**src/hw/rtl/bhpq_pkg.sv**
```systemverilog
package bhpq_pkg;

  // Sizes follow the fixed widths of the transaction fields
  localparam int CAPACITY = 1023;
  localparam int KEY_W    = 32;
  localparam int CNT_W    = 10;
  localparam int OP_W     = 2;
  localparam int ST_W     = 2;

  localparam logic [OP_W-1:0] OP_PUSH   = 2'd0;
  localparam logic [OP_W-1:0] OP_POP    = 2'd1;
  localparam logic [OP_W-1:0] OP_UPDATE = 2'd2;

  localparam logic [ST_W-1:0] ST_OK      = 2'd0;
  localparam logic [ST_W-1:0] ST_FULL    = 2'd1;
  localparam logic [ST_W-1:0] ST_EMPTY   = 2'd2;
  localparam logic [ST_W-1:0] ST_BADSLOT = 2'd3;

  localparam logic [CNT_W-1:0] CAP_CNT  = CNT_W'(CAPACITY);
  localparam logic [CNT_W-1:0] ROOT_IDX = CNT_W'(1);

  typedef struct packed {
    logic             we;
    logic [CNT_W-1:0] waddr;
    logic [KEY_W-1:0] wdata;
    logic [CNT_W-1:0] raddr;
  } mem_req_t;

  typedef struct packed {
    logic             done;
    logic             busy;
    logic [KEY_W-1:0] popped;
    logic [KEY_W-1:0] top;
    logic [CNT_W-1:0] count;
    logic [ST_W-1:0]  status;
  } res_t;

  // True when key a has strictly higher priority than key b
  function automatic logic beats(input logic mode, input logic [KEY_W-1:0] a,
                                 input logic [KEY_W-1:0] b);
    beats = mode ? (a > b) : (a < b);
  endfunction

endpackage

```
**src/hw/rtl/bhpq_seq.sv**
```systemverilog
module bhpq_seq
  import bhpq_pkg::*;
(
  input  logic             clk,
  input  logic             rst,
  input  logic             order_mode,
  input  logic             start,
  input  logic [OP_W-1:0]  operation,
  input  logic [KEY_W-1:0] key,
  input  logic [CNT_W-1:0] slot,
  input  logic [KEY_W-1:0] rd_data,
  output mem_req_t         mem,
  output res_t             res
);

  localparam logic [2:0] S_IDLE    = 3'd0;
  localparam logic [2:0] S_POP_LAT = 3'd1;
  localparam logic [2:0] S_UP_CHK  = 3'd2;
  localparam logic [2:0] S_UP_CMP  = 3'd3;
  localparam logic [2:0] S_DN_CHK  = 3'd4;
  localparam logic [2:0] S_DN_L    = 3'd5;
  localparam logic [2:0] S_DN_R    = 3'd6;
  localparam logic [2:0] S_DONE    = 3'd7;

  logic [2:0]       state, state_next;
  logic [CNT_W-1:0] pos, pos_next;
  logic [KEY_W-1:0] cur, cur_next;
  logic [KEY_W-1:0] lkey, lkey_next;
  logic [CNT_W-1:0] cnt, cnt_next;
  logic [KEY_W-1:0] root;
  logic [KEY_W-1:0] popped, popped_next;
  logic [ST_W-1:0]  status, status_next;
  logic             upd, upd_next;

  logic [CNT_W:0]   child, child_r, cnt_x;
  logic [KEY_W-1:0] best_key;
  logic [CNT_W-1:0] best_idx;

  assign child   = {pos, 1'b0};
  assign child_r = child + (CNT_W+1)'(1);
  assign cnt_x   = {1'b0, cnt};

  // Right child wins ties
  always_comb begin
    if (!beats(order_mode, lkey, rd_data)) begin
      best_key = rd_data;
      best_idx = child_r[CNT_W-1:0];
    end else begin
      best_key = lkey;
      best_idx = child[CNT_W-1:0];
    end
  end

  // The moving key stays in cur and is written once, where the sift stops
  always_comb begin
    state_next  = state;
    pos_next    = pos;
    cur_next    = cur;
    lkey_next   = lkey;
    cnt_next    = cnt;
    popped_next = popped;
    status_next = status;
    upd_next    = upd;
    mem.we      = 1'b0;
    mem.waddr   = pos;
    mem.wdata   = cur;
    mem.raddr   = pos;
    case (state)
      S_IDLE: begin
        if (start) begin
          popped_next = '0;
          status_next = ST_OK;
          case (operation)
            OP_PUSH: begin
              if (cnt == CAP_CNT) begin
                status_next = ST_FULL;
                state_next  = S_DONE;
              end else begin
                cnt_next   = cnt + CNT_W'(1);
                pos_next   = cnt + CNT_W'(1);
                cur_next   = key;
                upd_next   = 1'b0;
                state_next = S_UP_CHK;
              end
            end
            OP_POP: begin
              if (cnt == '0) begin
                status_next = ST_EMPTY;
                state_next  = S_DONE;
              end else begin
                popped_next = root;
                cnt_next    = cnt - CNT_W'(1);
                mem.raddr   = cnt;
                state_next  = (cnt == ROOT_IDX) ? S_DONE : S_POP_LAT;
              end
            end
            OP_UPDATE: begin
              if (slot == '0 || slot > cnt) begin
                status_next = ST_BADSLOT;
                state_next  = S_DONE;
              end else begin
                pos_next   = slot;
                cur_next   = key;
                upd_next   = 1'b1;
                state_next = S_UP_CHK;
              end
            end
            default: begin
              state_next = S_DONE;
            end
          endcase
        end
      end
      S_POP_LAT: begin
        cur_next   = rd_data;
        pos_next   = ROOT_IDX;
        state_next = S_DN_CHK;
      end
      S_UP_CHK: begin
        if (pos == ROOT_IDX) begin
          if (upd) begin
            upd_next   = 1'b0;
            state_next = S_DN_CHK;
          end else begin
            mem.we     = 1'b1;
            state_next = S_DONE;
          end
        end else begin
          mem.raddr  = pos >> 1;
          state_next = S_UP_CMP;
        end
      end
      S_UP_CMP: begin
        if (beats(order_mode, cur, rd_data)) begin
          mem.we     = 1'b1;
          mem.wdata  = rd_data;
          pos_next   = pos >> 1;
          upd_next   = 1'b0;
          state_next = S_UP_CHK;
        end else if (upd) begin
          // update that does not beat its parent: sift down instead
          upd_next   = 1'b0;
          state_next = S_DN_CHK;
        end else begin
          mem.we     = 1'b1;
          state_next = S_DONE;
        end
      end
      S_DN_CHK: begin
        if (child > cnt_x) begin
          mem.we     = 1'b1;
          state_next = S_DONE;
        end else begin
          mem.raddr  = child[CNT_W-1:0];
          state_next = S_DN_L;
        end
      end
      S_DN_L: begin
        if (child_r <= cnt_x) begin
          lkey_next  = rd_data;
          mem.raddr  = child_r[CNT_W-1:0];
          state_next = S_DN_R;
        end else if (beats(order_mode, rd_data, cur)) begin
          mem.we     = 1'b1;
          mem.wdata  = rd_data;
          pos_next   = child[CNT_W-1:0];
          state_next = S_DN_CHK;
        end else begin
          mem.we     = 1'b1;
          state_next = S_DONE;
        end
      end
      S_DN_R: begin
        if (beats(order_mode, best_key, cur)) begin
          mem.we     = 1'b1;
          mem.wdata  = best_key;
          pos_next   = best_idx;
          state_next = S_DN_CHK;
        end else begin
          mem.we     = 1'b1;
          state_next = S_DONE;
        end
      end
      S_DONE: begin
        state_next = S_IDLE;
      end
      default: begin
        state_next = S_IDLE;
      end
    endcase
  end

  always_ff @(posedge clk) begin
    if (rst) begin
      state <= S_IDLE;
      cnt   <= '0;
      upd   <= 1'b0;
    end else begin
      state <= state_next;
      cnt   <= cnt_next;
      upd   <= upd_next;
    end
  end

  always_ff @(posedge clk) begin
    pos    <= pos_next;
    cur    <= cur_next;
    lkey   <= lkey_next;
    popped <= popped_next;
    status <= status_next;
    // keep a copy of the root slot alongside the memory
    if (mem.we && mem.waddr == ROOT_IDX) begin
      root <= mem.wdata;
    end
  end

  assign res.done   = (state == S_DONE);
  assign res.busy   = (state != S_IDLE);
  assign res.popped = popped;
  assign res.top    = (cnt != '0) ? root : '0;
  assign res.count  = cnt;
  assign res.status = status;

endmodule

```
**config.mk**
```make
export PLATFORM = sky130hd
export DESIGN_NAME = bhpq_seq
export DESIGN_NICKNAME = d
export VERILOG_FILES = /design/src/hw/rtl/bhpq_pkg.sv /design/src/hw/rtl/bhpq_seq.sv
export SDC_FILE = /design/constraint.sdc
export NUM_CORES = 1
export LEC_CHECK = 0
export BUFFER_PORTS_ARGS = -buffer_cell sky130_fd_sc_hd__buf_2
export CAP_MARGIN = 20
export CORE_ASPECT_RATIO = 1.5
export CORE_UTILIZATION = 62
export CTS_CLUSTER_DIAMETER = 80
export DETAILED_ROUTE_END_ITERATION = 10
export PLACE_DENSITY = 0.91
export SETUP_SLACK_MARGIN = 0.05
export SLEW_MARGIN = 20
export SYNTH_ARGS = -nofsm -noshare
export SYNTH_HDL_FRONTEND = slang
export SYNTH_SLANG_ARGS = --single-unit
```
**constraint.sdc**
```tcl
create_clock -name clk -period 11.2 [get_ports clk]
set_clock_uncertainty 0.05 [all_clocks]
set_input_delay 2.24 -clock clk [delete_from_list [all_inputs] [get_ports clk]]
set_output_delay 2.24 -clock clk [all_outputs]
set_load 0.05 [all_outputs]
```
# Word-level counts from Yosys, hierarchy flattened
# Index checks and enable logic that the tools add are counted.
dict set report word_totals {
  ff_bits 154
  latchBits 0
  ramBits 0
  mem_bits_ro 0
  inputBits 80
  elab_cells 131
  mem_count 0
}
dict set report op_classes {
  addsub 3
  mul 0
  div_mod_pow 0
  n_lt_le_gt_ge 11
  n_eq_ne 23
  n_shift 0
  mux 65
  bitwise_logic 1
  n_reduce_logical 19
}
# operator n
set op_table {}
lappend op_table {{two-way mux 32 bit} 9}
lappend op_table {{two-way mux 10 bit} 15}
lappend op_table {{greater-than comparator 32 bit} 4}
lappend op_table {{< comparator 32 bit} 4}
lappend op_table {{one-hot mux 32 bit (2 select lines)} 2}
lappend op_table {{one-hot mux 32 bit (3 select lines)} 1}
lappend op_table {{one-hot mux 10 bit (5 select lines)} 1}
lappend op_table {{one-hot mux 10 bit (2 select lines)} 2}
lappend op_table {{one-hot mux 10 bit (4 select lines)} 1}
lappend op_table {{two-way mux 3 bit} 8}
lappend op_table {{one-hot mux 3 bit (8 select lines)} 1}
lappend op_table {{equality test 10 x 1 -> 1 bit (second input constant)} 2}
lappend op_table {{zero test 10 bit} 2}
lappend op_table {{inequality test 2 bit (second input constant)} 8}
lappend op_table {{two-way mux 1 bit} 14}
lappend op_table {{equality test 3 bit (second input constant)} 4}
lappend op_table {{two-way mux 2 bit} 6}
lappend op_table {{adder 11 x 1 -> 11 bit (second input constant)} 1}
lappend op_table {{greater-than comparator 11 x 10 -> 1 bit} 1}
lappend op_table {{<= comparator 11 x 10 -> 1 bit} 1}
lappend op_table {{adder 10 x 1 -> 10 bit (second input constant)} 1}
lappend op_table {{equality test 10 bit (second input constant)} 1}
lappend op_table {{greater-than comparator 10 bit} 1}
lappend op_table {{AND reduction 5 bit} 2}
lappend op_table {{other kinds (25)} 30}

# Logic depth before layout (Yosys ltp)
# Gate-level depths: netlist of the first run.
dict set report logic_depth {
  word_depth 7
  mapped_depth 20
  depth_no_buf 17
}

# Worst setup path before layout of the first run
# Ideal clock, no wire load.
dict set report synth_timing {
  path_kind {input-to-output}
  from {input rd_data[19]}
  to {output mem[32] (netlist name)}
  t_arrival_ps 7112
  setup_slack_ps 1798
  cell_stages 20
  n_path_buf 3
  path_cell_list {inv_1 ha_1 a21oi_1 o21ai_1 a221o_1 o311a_1 a211oi_2 buf_6 mux2_4 ha_1 nand4_1 or4_1 a21oi_1 o41a_1 nor3_1 nor3_2 o21ba_1 buf_2 buf_2 o211ai_1}
}
# item line_no
set synth_rtl {}
lappend synth_rtl {{from (decl)} bhpq_seq.sv:11} ;# input logic [KEY_W-1:0] rd_data,
lappend synth_rtl {{to (decl)} bhpq_seq.sv:12} ;# output mem_req_t mem,

==> results of run 1 <==
[worst max-delay path by stage]
stage / end / cells past startpoint / slack (ps) / start
after floorplan: mem[32] / 20 / 1800 / rd_data[19]
after global placement: mem[22] / 21 / 1180 / rd_data[31]
after detailed placement: mem[22] / 20 / 1020 / rd_data[31]
after CTS: mem[22] / 20 / 980 / rd_data[31]
after global routing: mem[22] / 20 / 670 / rd_data[31]
final: mem[22] / 20 / 820 / rd_data[31]
[layout make-up]
type	count	area [µm²]	share of cell area (%)
clock inverters	13	145	1.10
clock buffers	19	433	3.28
repair buffers	228	1210	9.15
inverters	88	332	2.51
multi-input cells	819	6310	47.9
well taps	217	272	2.06
flip-flops and latches	154	4480	34.0
[power by group]
part           internal (mW)  switching [mW]
sequential             0.807          0.0995
clock                  0.330           0.247
combinational          0.584            1.56
[sequential cells by signal (all words and copies together), names as in the netlist]
| register | flops |
|---|---|
| cnt | 10 |
| popped | 32 |
| state | 3 |
| root | 32 |
| pos | 10 |
| lkey | 32 |
| status | 2 |
| cur | 32 |
| upd | 1 |
[through the flow]
stage / util [%] / hold WS (ps) / total power [mW] / cells
6_report: 73.5 / 530 / 3.63 / 1538
5_1_grt: 73.5 / 548 / 3.77 / 1538
4_1_cts: 73.5 / 528 / 3.60 / 1538
3_5_place_dp: 70.3 / 502 / 3.01 / 1506
3_3_place_gp: 70.1 / 497 / 2.96 / 1505
2_1_floorplan: - / 488 / 2.49 / 1119
[logic make-up after synthesis]
| logic type | share of synthesized area [%] |
|---|---|
| buf+inv | 5.17 |
| flops | 39.6 |
| compound gates | 16.8 |
| xor+xnor | 1.39 |
| simple gates | 15.5 |
| mux | 8.41 |
| fa+ha+maj | 13.2 |
[per-layer routing]
metal | up-vias | track usage (%) | share of wire (%)
li1 | 4638 | - | -
met1 | 4887 | 41.6 | 35
met2 | 690 | 63.6 | 50
met3 | 187 | 5.57 | 7.7
met4 | 0 | 25.8 | 7.0
met5 | - | 0 | 0
[layout by cell type (no fill, tap or decap), types with 35 or more instances in the layout]
cell type / Yosys / layout
nor2_1: 55 / 53
buf_2: 5 / 210
edfxtp_1: 140 / 140
mux2_2: 42 / 42
nand3_1: 60 / 60
inv_1: 87 / 87
ha_1: 119 / 119
a21oi_1: 56 / 55
and3_1: 35 / 35
o21ai_0: 40 / 40
nand2_1: 64 / 64
==> key figures, run 1 <==
Placed design
  • Detailed placer's ending HPWL: about 25 mm
  • Number of port buffers: 210
  • Area of placed instances: roughly 13000 µm²
  • DP Worst Slack: ~1000 ps
  • Global placement routability congestion: about 1.0

Critical path
  • Crit path DAT: between 8000 and 9000 ps
  • Setup crit end kind: output pin
  • Delay-heaviest family, CP: compound AO/OA/AOI/OAI gates
  • Maximum fanout count along the critical path: 25
  • Critical path's largest stage delay: 630 ps
  • WP data required: around 8900 ps
  • Worst flop-to-flop path endpoint: pos[5]
  • R2R setup slack: approximately 5200 ps
  • Nature of the critical path startpoint: input port
  • CP cell instances: buf_2 -> inv_1 -> ha_1 -> nand4_1 -> nor4_1 -> o31ai_1 -> a211oi_4 -> buf_4 -> mux2_2 -> ha_1 -> a21oi_1 -> o21ai_0 -> a221oi_1 -> o21ai_0 -> or4_1 -> nand2_1 -> buf_4 -> a22oi_1 -> o211ai_1 -> buf_2
  • Buf/Inv on CP: 5
  • R2R cell count: 17
  • Critical path type: in -> out
  • Reg-to-Reg Start: lkey[30]
  • CP max stage cell: nor4_1

Logic synthesis
  • Post-synthesis register bit count: between 150 and 200
  • Top-count cell post-synth: edfxtp_1
  • Mapped cell area: 11300 µm²
  • Mapped Cells: around 1100
  • Synth top area cells: edfxtp_1, ha_1, mux2_2
  • Post-synth ARST share: 0%
  • Syn nets: 1318
  • Avg Inst Size Synth: about 10 µm²
  • Synth unique cells: 82
  • Top cell type's share of synthesized area: a little under two fifths
  • Sequential element share of the synthesized area: 39.6%
  • Area leader, netlist: edfxtp_1
  • Post-synth EDFFs: 140
  • Synth warnings: 0
  • Top FF cell, synth: edfxtp_1
  • Most frequent cells after synthesis: edfxtp_1, ha_1, inv_1, nand2_1, nand3_1

Finish
  • Antenna diodes: 0
  • FILL cells: ~1200
  • Area Overhead vs Synth: 16.4%
  • Share of layout cells above drive strength 1: between 20% and 30%
  • Final #Nets: about 1500
  • Final Cell Area: 13200 µm²

STA
  • Worst Tran Pin Value: roughly 900 ps
  • Final Max Slew Viols: 0
  • RSZ-0062 raised after global routing: no
  • Setup ws final: 823 ps
  • Fmax: 96.4 MHz
  • Total negative setup slack: 0 ps
  • Final setup viols: 0
  • Rel. slew slack: between 30% and 40%
  • Final worst-path cycle share: about 93%
  • Post-layout min period: between 10000 and 15000 ps
  • Hold Fails Final Rpt: 0

Floorplan
  • Die Y-Extent: 168 µm
  • # rows: 60
  • Starting Density: 63.2%
  • Core area: ~18000 µm²
  • Die X: approximately 110 µm
  • Number of I/O pins: roughly 210
  • Die Footprint: about 19000 µm²

Min path
  • Hold path depth: 1
  • Hold path startpoint: root[27]
  • Worst Hold Class: reg -> reg
  • Worst Hold Path EP: popped[27]

Route
  • DRT iter0 DRCs: approximately 1200
  • Routed wire per std cell: ~22 µm
  • DRT Pass-1 Iters: 5
  • Routed Antenna Nets: 0
  • Vias: 10402
  • DR vias/cell: approximately 6.8
  • DRC Markers: 0
  • Final wirelength: about 35 mm

CTS
  • CTS tree: yes
  • CTS resizes: 0
  • H-tree depth: 4
  • CTS Buffer Depth: 2
  • Clock Latency Late Sink: 440 ps
  • Cts bufs inserted: 17
  • Clock slew at reported path FFs: around 70 ps
  • Hold_buf cts: 0
  • # clock sinks: 154
  • Postcts setup bufs: 0
  • Root buf cell: clkbuf_16

Power
  • Leakage: between 5 and 6 nW
  • VDD IR-drop max: 0.152 mV
  • Power Density: around 280 nW/µm²

Global routing
  • Global-route wire length before repair: approximately 53 mm
  • Number of global-route vias before repair: 10139
  • Largest net degree at the start of global routing: 68
  • GR Util All Layers: 36.8%
  • GR Overflow Total: 0
  • Initial antenna violation count: 0

Outcome
  • Status: complete, no violations

Run
  • Max_cap viols: 0
(Power assumes the default switching activity.)
==> run 2, diff against run 1 <==
--- a/config.mk
+++ b/config.mk
@@ -13,7 +13,6 @@
 export DETAILED_ROUTE_END_ITERATION = 10
 export PLACE_DENSITY = 0.91
 export SETUP_SLACK_MARGIN = 0.05
-export SLEW_MARGIN = 20
 export SYNTH_ARGS = -nofsm -noshare
 export SYNTH_HDL_FRONTEND = slang
 export SYNTH_SLANG_ARGS = --single-unit
==> constraint.sdc (replaced) <==
create_clock -name clk -period 13.3 [get_ports clk]
set_clock_uncertainty 0.05 [all_clocks]
set_input_delay 2.66 -clock clk [delete_from_list [all_inputs] [get_ports clk]]
set_output_delay 2.66 -clock clk [all_outputs]
set_load 0.05 [all_outputs]
==> key figures, run 2 (synthesis gave the netlist of run 1 again) <==
CTS
  • Hold_buf cts: 0 (unchanged)
  • H-tree depth: 4 (unchanged)
  • Root buf cell: clkbuf_16
  • Clock slew at reported path FFs: 60 ps (about the same)
  • # clock sinks: 154 (unchanged)
  • CTS tree: yes
  • Postcts setup bufs: 0 (unchanged)
  • Cts bufs inserted: 17 (unchanged)
  • Clock Latency Late Sink: 440 ps (about the same)
  • CTS Buffer Depth: 2 (unchanged)
  • CTS resizes: 0 (unchanged)

Critical path
  • Buf/Inv on CP: 5 (unchanged)
  • Reg-to-Reg Start: lkey[30]
  • CP max stage cell: or4_1
  • CP cell instances: buf_2 -> inv_1 -> ha_1 -> a21oi_1 -> o21ai_1 -> a221o_1 -> o311a_1 -> a211oi_4 -> buf_4 -> mux2_4 -> ha_1 -> nand4_1 -> or4_1 -> a21oi_1 -> o41a_1 -> nor3_1 -> nor3_2 -> o21ba_1 -> buf_4 -> o211ai_1 -> buf_2
  • Nature of the critical path startpoint: input port
  • Critical path's largest stage delay: 640 ps (about the same)
  • Maximum fanout count along the critical path: 19 (-24%)
  • Crit path DAT: 8610 ps (+520 ps)
  • Worst flop-to-flop path endpoint: pos[5]
  • Critical path type: in -> out
  • R2R cell count: 17 (unchanged)
  • Setup crit end kind: output pin
  • R2R setup slack: 7120 ps (+1900 ps)
  • Delay-heaviest family, CP: compound AO/OA/AOI/OAI gates
  • WP data required: 10590 ps (+1680 ps)

Global routing
  • Global-route wire length before repair: 53.3 mm (-0.26%)
  • GR Util All Layers: 37.0% (+0.21 points)
  • GR Overflow Total: 0 (unchanged)
  • Largest net degree at the start of global routing: 68 (unchanged)
  • Number of global-route vias before repair: 10067 (-0.71%)
  • Initial antenna violation count: 0 (unchanged)

Route
  • DRT iter0 DRCs: 1112 (-9.0%)
  • DR vias/cell: 6.71 (-0.74%)
  • DRT Pass-1 Iters: 7 (+2)
  • Vias: 10318 (-0.81%)
  • Final wirelength: 34.5 mm (-0.34%)
  • Routed wire per std cell: 22.4 µm (-0.28%)
  • DRC Markers: 0 (unchanged)
  • Routed Antenna Nets: 0 (unchanged)

Power
  • VDD IR-drop max: 0.132 mV (-13%)
  • Power Density: 231 nW/µm² (-16%)
  • Leakage: 5.78 nW (+0.30%)

Min path
  • Worst Hold Class: reg -> reg
  • Hold path depth: 1 (unchanged)
  • Worst Hold Path EP: popped[7]
  • Hold path startpoint: root[7]

Floorplan
  • Number of I/O pins: 211 (unchanged)
  • Die Y-Extent: 168 µm (unchanged)
  • Die X: 112 µm (unchanged)
  • # rows: 60 (unchanged)
  • Core area: 17900 µm² (unchanged)
  • Starting Density: 63.2% (unchanged)
  • Die Footprint: 18800 µm² (unchanged)

Outcome
  • Status: complete, no violations

STA
  • Worst Tran Pin Value: 828 ps (-73.4 ps)
  • RSZ-0062 raised after global routing: no
  • Post-layout min period: between 10000 and 15000 ps
  • Setup ws final: 1980 ps (+1160 ps)
  • Fmax: around 88 MHz
  • Final Max Slew Viols: 0 (unchanged)
  • Final worst-path cycle share: a little under nine tenths
  • Hold Fails Final Rpt: 0 (unchanged)
  • Rel. slew slack: 44.2% (+4.9 points)
  • Total negative setup slack: 0 ps (unchanged)
  • Final setup viols: 0 (unchanged)

Placed design
  • Number of port buffers: 210 (unchanged)
  • Global placement routability congestion: 1.06 (+5.5%)
  • Detailed placer's ending HPWL: 25.0 mm (+0.65%)
  • DP Worst Slack: 2230 ps (+1210 ps)

Run
  • Max_cap viols: 0 (unchanged)

Finish
  • FILL cells: 1223 (-0.81%)
  • Most frequent cells in the layout: buf_2, edfxtp_1, ha_1
  • Area Overhead vs Synth: 16.7%
  • Antenna diodes: 0 (unchanged)
  • Commonest non-fill, non-tap cell in the layout: buf_2
  • Final #Nets: 1506 (-0.066%)
  • Share of layout cells above drive strength 1: 25.9% (+0.095 points)
run 2: layout make-up:
cell class	count	area [µm²]	share of cell area [%]
multi-input combinational	819	6310	47.7
inverter	88	332	2.51
clock inverter	9	76.3	0.577
timing repair buffer	227	1220	9.21
sequential	154	4480	33.9
clock buffer	23	532	4.02
tap	217	272	2.05
run 2: power breakdown:
group          leakage, nW  switching, mW  internal, mW
combinational         4.08           1.31         0.491
sequential            1.41         0.0880         0.680
clock                0.285          0.207         0.285
total                 5.78           1.60          1.46
run 2: worst max-delay path by stage:
stage | endpoint | startpoint | cells after the start
2_1_floorplan | mem[32] | rd_data[19] | 20
5_1_grt | mem[22] | rd_data[19] | 21
4_1_cts | mem[23] | rd_data[19] | 21
3_5_place_dp | mem[23] | rd_data[31] | 20
6_report | mem[22] | rd_data[19] | 21
3_3_place_gp | mem[23] | rd_data[31] | 19
run 2: worst register-to-register path: cells and delay by family, from the launching register on:
family	cells	cell delay, ps
flip-flops	1	410
adder cells (fa/ha/maj)	2	670
AND/OR/NAND/NOR	6	1800
AO/OA/AOI/OAI	7	2160
multiplexers	1	350
buffers and inverters	1	380
run 2: metrics by stage:
stage	total power, mW	instances	hold WS, ps	utilization [%]	instance area (µm²)
3_5_place_dp	2.53	1505	504	70.3	12600
2_1_floorplan	2.10	1119	488	-	11300
4_1_cts	3.03	1537	515	73.7	13200
6_report	3.06	1537	513	73.7	13200
5_1_grt	3.18	1537	540	73.7	13200
3_3_place_gp	2.49	1503	495	70.0	12600
run 2: metal layers:
metal,up-vias,GRT usage (%),share of wire (%),routed length [µm]
li1,4640,-,-,-
met1,4813,40.4,35,12200
met2,683,64.5,50,17300
met3,182,5.94,6.8,2360
met4,0,27.8,7.5,2570
met5,-,0,0,0
